$ cat config.mk
export PLATFORM = sky130hd
export DESIGN_NAME = go_to_goal_drive_controller_unit
export DESIGN_NICKNAME = d
export VERILOG_FILES = /design/src/hdl/ggdc_pkg.sv /design/src/hdl/ggdc_seq.sv /design/src/hdl/go_to_goal_drive_controller_unit.sv
export SDC_FILE = /design/constraint.sdc
export NUM_CORES = 2
export LEC_CHECK = 0
export BUFFER_PORTS_ARGS = -buffer_cell sky130_fd_sc_hd__buf_2
export CORE_MARGIN = 3
export CORE_UTILIZATION = 45
export DETAILED_ROUTE_END_ITERATION = 12
export PLACE_DENSITY = 0.58
export REMOVE_ABC_BUFFERS = 1
export SLEW_MARGIN = 10
export SYNTH_ARGS = -nofsm -noshare
export SYNTH_HDL_FRONTEND = slang
export SYNTH_HIERARCHICAL = 1
export SYNTH_SLANG_ARGS = --single-unit
$ cat constraint.sdc
create_clock -name clk -period 12.7 [get_ports clk]
set_input_delay 2.54 -clock clk [delete_from_list [all_inputs] [get_ports clk]]
set_output_delay 2.54 -clock clk [all_outputs]
set_load 0.05 [all_outputs]
$ cat src/hdl/ggdc_pkg.sv
`timescale 1ns / 1ps
// ----------------------------------------------------------------------------
// ggdc_pkg
// Shared types, constants and microcode for the go-to-goal drive controller.
// ----------------------------------------------------------------------------
package ggdc_pkg;

  localparam int CORDIC_STEPS_DEF = 16;
  localparam int ATAN_IW          = 5;   // index width of the arctangent table
  localparam int PC_W             = 3;

  // input operation codes
  localparam logic [1:0] OPN_TICK  = 2'd0;
  localparam logic [1:0] OPN_START = 2'd1;
  localparam logic [1:0] OPN_STOP  = 2'd2;

  localparam longint    PI_Q30       = 64'd3373259426;
  localparam int        PI_Q13       = 25736;
  localparam int        INV_GAIN_Q16 = 39797;
  localparam int        RECIP5_Q18   = 52429;  // ceil(2^18 / 5)
  localparam int        TURN_MAX     = 3277;
  localparam int        DRV_TURN_MAX = 2048;
  localparam int        SPEED_MIN    = 819;
  localparam int        SPEED_MAX    = 3277;
  localparam int        SPEED_SAT_D  = 409;    // above this, 8*dist passes SPEED_MAX

  typedef enum logic [2:0] {
    OP_IDLE, OP_ROTATE, OP_MUL_LO, OP_MUL_HI, OP_DIST, OP_DECIDE, OP_FINISH, OP_EMIT
  } op_t;

  typedef enum logic [1:0] {
    J_NEXT, J_DISPATCH, J_LOOP, J_WAIT_OUT
  } jmp_t;

  typedef logic [PC_W-1:0] pc_t;

  typedef struct packed {
    op_t  op;
    jmp_t jmp;
    pc_t  target;
  } ucode_t;

  typedef struct packed {
    logic go;
    logic stop;
    logic out_free;
  } cond_t;

  localparam pc_t PC_IDLE   = 3'd0;
  localparam pc_t PC_ROTATE = 3'd1;
  localparam pc_t PC_MUL_LO = 3'd2;
  localparam pc_t PC_MUL_HI = 3'd3;
  localparam pc_t PC_DIST   = 3'd4;
  localparam pc_t PC_DECIDE = 3'd5;
  localparam pc_t PC_FINISH = 3'd6;
  localparam pc_t PC_EMIT   = 3'd7;

  function automatic ucode_t ucode(input pc_t pc);
    ucode_t w;
    unique case (pc)
      PC_IDLE:   w = '{op: OP_IDLE,   jmp: J_DISPATCH, target: PC_EMIT};
      PC_ROTATE: w = '{op: OP_ROTATE, jmp: J_LOOP,     target: PC_ROTATE};
      PC_MUL_LO: w = '{op: OP_MUL_LO, jmp: J_NEXT,     target: PC_IDLE};
      PC_MUL_HI: w = '{op: OP_MUL_HI, jmp: J_NEXT,     target: PC_IDLE};
      PC_DIST:   w = '{op: OP_DIST,   jmp: J_NEXT,     target: PC_IDLE};
      PC_DECIDE: w = '{op: OP_DECIDE, jmp: J_NEXT,     target: PC_IDLE};
      PC_FINISH: w = '{op: OP_FINISH, jmp: J_NEXT,     target: PC_IDLE};
      PC_EMIT:   w = '{op: OP_EMIT,   jmp: J_WAIT_OUT, target: PC_IDLE};
      default:   w = '{op: OP_IDLE,   jmp: J_NEXT,     target: PC_IDLE};
    endcase
    return w;
  endfunction

  // arctangent of 2^-i, Q.30 radians
  function automatic logic [29:0] atan_q30(input logic [ATAN_IW-1:0] idx);
    logic [29:0] a;
    case (idx)
      5'd0:    a = 30'd843314857;
      5'd1:    a = 30'd497837829;
      5'd2:    a = 30'd263043837;
      5'd3:    a = 30'd133525159;
      5'd4:    a = 30'd67021687;
      5'd5:    a = 30'd33543516;
      5'd6:    a = 30'd16775851;
      5'd7:    a = 30'd8388437;
      5'd8:    a = 30'd4194283;
      5'd9:    a = 30'd2097149;
      5'd10:   a = 30'd1048576;
      5'd11:   a = 30'd524288;
      5'd12:   a = 30'd262144;
      5'd13:   a = 30'd131072;
      5'd14:   a = 30'd65536;
      5'd15:   a = 30'd32768;
      5'd16:   a = 30'd16384;
      5'd17:   a = 30'd8192;
      5'd18:   a = 30'd4096;
      5'd19:   a = 30'd2048;
      5'd20:   a = 30'd1024;
      5'd21:   a = 30'd512;
      5'd22:   a = 30'd256;
      5'd23:   a = 30'd128;
      default: a = 30'd0;
    endcase
    return a;
  endfunction

endpackage

$ cat src/hdl/ggdc_seq.sv
`timescale 1ns / 1ps
// ----------------------------------------------------------------------------
// ggdc_seq
// Microcode sequencer: program counter, control ROM, CORDIC iteration count.
// ----------------------------------------------------------------------------
module ggdc_seq #(
  parameter int CORDIC_STEPS = ggdc_pkg::CORDIC_STEPS_DEF,
  localparam int IW = $clog2(CORDIC_STEPS)
) (
  input  logic              clk,
  input  logic              rst,
  input  ggdc_pkg::cond_t   cond,
  output ggdc_pkg::ucode_t  ctrl,
  output logic [IW-1:0]     iter
);

  ggdc_pkg::pc_t pc, pc_next;
  logic [IW-1:0] iter_next;
  logic          last;

  assign ctrl = ggdc_pkg::ucode(pc);
  assign last = (iter == IW'(CORDIC_STEPS - 1));

  always_comb begin
    unique case (ctrl.jmp)
      ggdc_pkg::J_NEXT:     pc_next = pc + 1'b1;
      ggdc_pkg::J_DISPATCH: pc_next = cond.go ? pc + 1'b1 : (cond.stop ? ctrl.target : pc);
      ggdc_pkg::J_LOOP:     pc_next = last ? pc + 1'b1 : ctrl.target;
      ggdc_pkg::J_WAIT_OUT: pc_next = cond.out_free ? ctrl.target : pc;
      default:              pc_next = pc;
    endcase
    iter_next = (ctrl.op == ggdc_pkg::OP_ROTATE) ? iter + 1'b1 : '0;
  end

  always_ff @(posedge clk) begin
    if (rst) begin
      pc   <= ggdc_pkg::PC_IDLE;
      iter <= '0;
    end else begin
      pc   <= pc_next;
      iter <= iter_next;
    end
  end

endmodule

$ cat src/hdl/go_to_goal_drive_controller_unit.sv
`timescale 1ns / 1ps
// ----------------------------------------------------------------------------
// go_to_goal_drive_controller_unit
// Flow: a navigating control tick runs the CORDIC rotations, then the multiply,
//   distance, decide, finish and emit states; a stop command goes straight to
//   the emit state and shows a zero beat; start and dropped ticks give no beat.
//   Input is taken only in the idle state, so a tick holds off new input until its
//   result is handed on; the iterative CORDIC and shared 24x16 multiplier set the rate.
// Reset (synchronous, rst high): disarmed, goal flag clear, registers at
//   their defaults, output empty.
// ----------------------------------------------------------------------------
module go_to_goal_drive_controller_unit #(
  parameter int CORDIC_STEPS = ggdc_pkg::CORDIC_STEPS_DEF
) (
  input  logic        clk,
  input  logic        rst,
  // configuration
  input  logic        psel,
  input  logic        penable,
  input  logic        pwrite,
  input  logic [3:0]  paddr,
  input  logic [31:0] pwdata,
  output logic [31:0] prdata,
  output logic        pready,
  // input beats
  input  logic        s_tvalid,
  output logic        s_tready,
  input  logic [79:0] s_tdata,   // position_east[31:0], position_north[63:32], heading[79:64]
  input  logic [2:0]  s_tuser,   // operation[1:0], sensors_ready[2]
  // result beats
  output logic        m_tvalid,
  input  logic        m_tready,
  output logic [31:0] m_tdata,   // forward_speed[11:0], turn_rate[24:12], zero pad
  output logic [0:0]  m_tuser    // arrived[0]
);

  localparam int IW = $clog2(CORDIC_STEPS);
  localparam int XW = 48;   // 33-bit delta, 12 guard bits, CORDIC growth
  localparam int ZW = 35;   // Q.30 angle with headroom
  localparam int BW = ZW - 17;
  localparam int EW = 19;
  localparam int DW = 36;

  localparam logic [1:0] REG_GOAL_EAST  = 2'd0;
  localparam logic [1:0] REG_GOAL_NORTH = 2'd1;
  localparam logic [1:0] REG_ARRIVE     = 2'd2;
  localparam logic [1:0] REG_HEAD_TOL   = 2'd3;

  localparam logic signed [ZW-1:0] PI_Z   = ZW'(ggdc_pkg::PI_Q30);
  localparam logic signed [EW-1:0] PI_E   = EW'(ggdc_pkg::PI_Q13);
  localparam logic signed [EW-1:0] TWO_PI = EW'(2 * ggdc_pkg::PI_Q13);

  // configuration registers
  logic signed [31:0] goal_east, goal_north;
  logic [15:0]        arrive_radius;
  logic [14:0]        heading_tolerance;
  logic               cfg_wr;

  assign pready = 1'b1;
  assign cfg_wr = psel & penable & pwrite & pready;

  always_ff @(posedge clk) begin
    if (rst) begin
      goal_east         <= '0;
      goal_north        <= '0;
      arrive_radius     <= 16'd128;
      heading_tolerance <= 15'd1229;
    end else if (cfg_wr) begin
      unique case (paddr[3:2])
        REG_GOAL_EAST:  goal_east         <= pwdata;
        REG_GOAL_NORTH: goal_north        <= pwdata;
        REG_ARRIVE:     arrive_radius     <= pwdata[15:0];
        REG_HEAD_TOL:   heading_tolerance <= pwdata[14:0];
        default: ;
      endcase
    end
  end

  always_comb begin
    unique case (paddr[3:2])
      REG_GOAL_EAST:  prdata = goal_east;
      REG_GOAL_NORTH: prdata = goal_north;
      REG_ARRIVE:     prdata = {16'b0, arrive_radius};
      REG_HEAD_TOL:   prdata = {17'b0, heading_tolerance};
      default:        prdata = '0;
    endcase
  end

  // sequencer
  ggdc_pkg::ucode_t ctrl;
  ggdc_pkg::cond_t  cond;
  logic [IW-1:0]    iter;

  ggdc_seq #(.CORDIC_STEPS(CORDIC_STEPS)) u_seq (
    .clk  (clk),
    .rst  (rst),
    .cond (cond),
    .ctrl (ctrl),
    .iter (iter)
  );

  logic armed, goal_done;
  logic in_acc, out_free;
  logic [1:0] in_op;

  assign s_tready = (ctrl.op == ggdc_pkg::OP_IDLE);
  assign in_acc   = s_tvalid & s_tready;
  assign in_op    = s_tuser[1:0];
  assign out_free = ~m_tvalid | m_tready;

  assign cond.go       = in_acc & (in_op == ggdc_pkg::OPN_TICK) & armed & ~goal_done
                       & s_tuser[2];
  assign cond.stop     = in_acc & (in_op == ggdc_pkg::OPN_STOP);
  assign cond.out_free = out_free;

  // datapath
  logic signed [XW-1:0] x, y, xsh, ysh, x0, y0;
  logic signed [ZW-1:0] z, zr, at;
  logic signed [32:0]   dx, dy;
  logic signed [15:0]   heading_r;
  logic signed [BW-1:0] bearing;
  logic signed [EW-1:0] err_raw, err_wrap, err;
  logic [23:0]          mul_a;
  logic [39:0]          mul_p;
  logic [63:0]          acc, dsum;
  logic [DW-1:0]        distance;
  logic [EW-1:0]        mag;
  logic                 neg, reach, spin;
  logic [16:0]          div_in;
  logic [32:0]          prod5;
  logic [20:0]          spin_t;
  logic [14:0]          fwd_q;
  logic [11:0]          turn_mag, speed_v, d8;
  logic [11:0]          res_speed;
  logic [12:0]          res_turn;
  logic                 res_arrived;
  logic [11:0]          out_speed;
  logic [12:0]          out_turn;
  logic                 out_arrived;

  assign dx  = {goal_east[31], goal_east} - {s_tdata[31], s_tdata[31:0]};
  assign dy  = {goal_north[31], goal_north} - {s_tdata[63], s_tdata[63:32]};
  assign x0  = {{(XW - 45){dx[32]}}, dx, 12'b0};
  assign y0  = {{(XW - 45){dy[32]}}, dy, 12'b0};

  assign xsh = x >>> iter;
  assign ysh = y >>> iter;
  assign at  = ZW'({1'b0, ggdc_pkg::atan_q30(ggdc_pkg::ATAN_IW'(iter))});

  // x is non-negative after the CORDIC: split it for the 24x16 multiplier
  assign mul_a = (ctrl.op == ggdc_pkg::OP_MUL_HI) ? {1'b0, x[46:24]} : x[23:0];
  assign mul_p = 40'(mul_a) * 40'(ggdc_pkg::INV_GAIN_Q16);
  assign dsum  = acc + (64'd1 << 27);

  assign zr      = z + ZW'(1 << 16);
  assign bearing = BW'(zr >>> 17);
  assign err_raw = EW'(bearing) - EW'(heading_r);

  always_comb begin
    if (err_raw > PI_E)
      err_wrap = err_raw - TWO_PI;
    else if (err_raw < -PI_E)
      err_wrap = err_raw + TWO_PI;
    else
      err_wrap = err_raw;
  end

  // forward turn (2*mag + 2) / 5; only used while mag <= heading_tolerance
  assign div_in = {mag[15:0], 1'b0} + 17'd2;
  assign spin_t = ({2'b0, mag} + {1'b0, mag, 1'b0} + 21'd2) >> 2;
  assign fwd_q  = prod5[32:18];
  assign d8     = {distance[8:0], 3'b0};

  always_comb begin
    if (spin) begin
      turn_mag = (spin_t > 21'(ggdc_pkg::TURN_MAX)) ? 12'(ggdc_pkg::TURN_MAX) : spin_t[11:0];
      speed_v  = '0;
    end else begin
      turn_mag = (fwd_q > 15'(ggdc_pkg::DRV_TURN_MAX)) ? 12'(ggdc_pkg::DRV_TURN_MAX)
                                                        : fwd_q[11:0];
      if (distance > DW'(ggdc_pkg::SPEED_SAT_D))
        speed_v = 12'(ggdc_pkg::SPEED_MAX);
      else if (d8 < 12'(ggdc_pkg::SPEED_MIN))
        speed_v = 12'(ggdc_pkg::SPEED_MIN);
      else
        speed_v = d8;
    end
  end

  always_ff @(posedge clk) begin
    unique case (ctrl.op)
      ggdc_pkg::OP_IDLE: begin
        heading_r <= s_tdata[79:64];
        if (dx[32]) begin
          x <= -x0;
          y <= -y0;
          z <= dy[32] ? -PI_Z : PI_Z;
        end else begin
          x <= x0;
          y <= y0;
          z <= '0;
        end
        res_speed   <= '0;
        res_turn    <= '0;
        res_arrived <= 1'b0;
      end
      ggdc_pkg::OP_ROTATE: begin
        if (!y[XW-1]) begin
          x <= x + ysh;
          y <= y - xsh;
          z <= z + at;
        end else begin
          x <= x - ysh;
          y <= y + xsh;
          z <= z - at;
        end
      end
      ggdc_pkg::OP_MUL_LO: begin
        acc <= 64'(mul_p);
        err <= err_wrap;
      end
      ggdc_pkg::OP_MUL_HI: acc <= acc + {mul_p, 24'b0};
      ggdc_pkg::OP_DIST: begin
        distance <= dsum[63:28];
        mag      <= err[EW-1] ? EW'(-err) : EW'(err);
        neg      <= err[EW-1];
      end
      ggdc_pkg::OP_DECIDE: begin
        reach <= distance < DW'(arrive_radius);
        spin  <= mag > EW'(heading_tolerance);
        prod5 <= 33'(div_in) * 33'(ggdc_pkg::RECIP5_Q18);
      end
      ggdc_pkg::OP_FINISH: begin
        if (reach) begin
          res_speed   <= '0;
          res_turn    <= '0;
          res_arrived <= 1'b1;
        end else begin
          res_speed   <= speed_v;
          res_turn    <= neg ? -{1'b0, turn_mag} : {1'b0, turn_mag};
          res_arrived <= 1'b0;
        end
      end
      ggdc_pkg::OP_EMIT: begin
        if (out_free) begin
          out_speed   <= res_speed;
          out_turn    <= res_turn;
          out_arrived <= res_arrived;
        end
      end
      default: ;
    endcase
  end

  // navigation state and output valid
  always_ff @(posedge clk) begin
    if (rst) begin
      armed     <= 1'b0;
      goal_done <= 1'b0;
      m_tvalid  <= 1'b0;
    end else begin
      if (in_acc && in_op == ggdc_pkg::OPN_START) begin
        armed     <= 1'b1;
        goal_done <= 1'b0;
      end else if (cond.stop) begin
        armed     <= 1'b0;
        goal_done <= 1'b0;
      end else if (ctrl.op == ggdc_pkg::OP_FINISH && reach) begin
        armed     <= 1'b0;
        goal_done <= 1'b1;
      end
      if (ctrl.op == ggdc_pkg::OP_EMIT && out_free)
        m_tvalid <= 1'b1;
      else if (m_tready)
        m_tvalid <= 1'b0;
    end
  end

  assign m_tdata = {7'b0, out_turn, out_speed};
  assign m_tuser = out_arrived;

endmodule

==> summary.md <==
| Metric | Value |
|---|---|
| Maximum operating frequency | 0.0925 GHz |
| Clock transition time at the flip-flop clock pins of the worst setup and hold paths | 0.06 ns |
| Worst Skew | 0.0875 ns |
| Post-detailed-placement cell area | 58400 um^2 |
| Share of cells above drive strength 1 | 0.0881 |
| Detail-routed net length per standard cell | 21.9 um |
| Clock insertion delay at the later pin of the skew report | 0.70 ns |
| Number of design-rule violations left by the first detailed-router iteration | 4415 |
| Summed area of non-filler cells in the final layout | 60400 um^2 |
| GR Overflow Total | 0 |
| Area Overhead vs Synth | 7.58% |
| Max-slew headroom at the worst pin | 0.226 |
| Cell with the largest stage delay on the worst path | sky130_fd_sc_hd__a2111oi_0 |
| Most frequent cells in the layout | sky130_fd_sc_hd__nand2_1, sky130_fd_sc_hd__inv_1, sky130_fd_sc_hd__ha_1, sky130_fd_sc_hd__a21oi_1, sky130_fd_sc_hd__nor2_1 |
| Setup CP Type | reg -> reg |
| Required time at the endpoint of the critical path | 13.11 ns |
| Area of the die | 129000 um^2 |
| Die X | 359 um |
| Vias in the first global route | 45400 |
| Arrival time reported for the critical path endpoint | 11.22 ns |
| Number of clock buffers inserted by TritonCTS | 58 |
| PortBufs | 183 |
| Area taken by flip-flops and latches | 12200 um^2 |
| Endpoint of the worst-slack reg-to-reg timing path | acc[62] |
| Die height | 359 um |
| Commonest non-fill, non-tap cell in the layout | sky130_fd_sc_hd__nand2_1 |
| Internal reg-to-reg setup slack | 1.89 ns |
| Root Buffer | sky130_fd_sc_hd__clkbuf_16 |
| CTS sink count | 443 |
| Total area of multi-input combinational cells | 40600 um^2 |
| # Max-Cap Violations | 0 |
| Status | finished clean |
| Length in cells of the worst reg-to-reg path | 37 |
| Final GP Congestion | 0.969 |
| Maximum number of pins on one net before global-route repair | 137 |
| Count of nets left with antenna violations after detail routing | 0 |
| Final sum of negative setup slack | 0 ns |
| FF-to-FF Start | u_seq/ctrl[6] |
| Count of pins over their slew limit | 0 |
| Net count reported at finish | 7401 |
| Global-route wire length before repair | 271000 um |
| Per-cell via count in the routed design | 5.96 |
| Syn_area_per_cell | 8.82 um^2 |
| Wirelength, routed | 177000 um |
| GR Util All Layers | 0.266 |
| Period utilization | 0.851 |
| Hold Fails Final Rpt | 0 |
| Hold bufs inserted after CTS | 0 |
| Post-Syn Area | 56100 um^2 |
| Filler cell count in the final layout | 11900 |
| Least-Margin Pin Slew | 1.15 ns |
| Crit path capture type | register |
| Critical Path Start Type | register |
| Length of the first detailed-routing pass in iterations | 5 |
| Final setup violation count | 0 |
| Most frequent cell on the critical path | sky130_fd_sc_hd__inv_1 |
| Hold crit path type | reg -> reg |
| Source of the worst hold timing path | res_speed[0] |
| Core area | 123000 um^2 |
| Worst hold path stage count | 0 |
| Maximum fanout along the worst path | 17 |
| Hold worst-path end | out_speed[0] |
| Clock Path Buffers | 3 |
| Maximum cell stage delay along the critical path | 0.91 ns |
| Number of warnings reported in the yosys synthesis log | 6 |
| PostCTS Resize Cnt | 0 |
| Instance count of the mapped netlist | 6358 |
| RSZ-0062 raised after global routing | no |
| Antenna violations before repair | 9 |
| HPWL after DPL | 142000 um |
| Residual DRC count | 0 |
| Io pins | 194 |
| Clock tree from TritonCTS | built |
| Number of levels in the clock H-tree | 2 |
| Tmin final | 10.81 ns |
| Effective utilization at floorplan | 0.457 |
| Std-Cell Rows | 128 |
| Total number of vias | 48200 |
| Number of buffers added for setup after CTS | 0 |
-- area by class of cell --
type | count | share of cell area
well taps | 1625 | 0.0337
multi-input cells | 5059 | 0.672
diodes | 5 | 0.000207
repair buffers | 227 | 0.0211
flip-flops and latches | 443 | 0.202
clock buffers | 62 | 0.0243
inverters | 627 | 0.0390
clock inverters | 41 | 0.00719
-- registers in the layout (all words and copies together), names as in the netlist, 16 cells and up --
| name | cells |
|---|---|
| goal_east | 32 |
| err | 19 |
| heading_r | 16 |
| x | 48 |
| distance | 36 |
| arrive_radius | 16 |
| acc | 40 |
| goal_north | 32 |
| z | 35 |
| mag | 19 |
| y | 48 |
-- per-stage QoR --
stage	util	setup slack [ns]	std cells	hold slack, ns
floorplan	-	0.781	6129	0.400
global placement	0.476	2.07	7981	0.402
detailed placement	0.476	2.09	7981	0.406
CTS	0.491	1.99	8084	0.385
global route	0.491	1.07	8089	0.392
finish	0.491	1.89	8089	0.383
-- worst max-delay path by stage --
| stage | slack, ns | cells past startpoint | end | startpoint |
|---|---|---|---|---|
| after detailed placement | 2.09 | 37 | acc[62] | u_seq/ctrl[6] |
| after CTS | 1.99 | 37 | acc[62] | u_seq/ctrl[6] |
| after global placement | 2.07 | 37 | acc[62] | u_seq/ctrl[6] |
| after global routing | 1.07 | 37 | acc[62] | u_seq/ctrl[6] |
| after floorplan | 0.78 | 4 | z[33] | u_seq/ctrl[7] |
| final | 1.89 | 37 | acc[62] | u_seq/ctrl[6] |
-- metal layers --
layer  vias to the layer above  global-route usage  share of wire
li1                      23000                   -              -
met1                     23300               0.388           0.46
met2                      1688               0.405           0.43
met3                       217              0.0496          0.085
met4                         2              0.0696          0.026
met5                         -                   0       0.000073
-- worst max-delay path: cells and delay by family, from the launching register on --
family	cells	cell delay [ns]
multiplexers	2	0.95
flip-flops	1	0.53
AO/OA/AOI/OAI	12	3.56
XOR/XNOR	3	0.65
AND/OR/NAND/NOR	7	1.27
adder cells (fa/ha/maj)	7	3.20
buffers and inverters	6	0.33
Power is left out: the tool's default activity adds up to more than one toggle a clock period on the data nets, which glitch-free logic cannot reach.
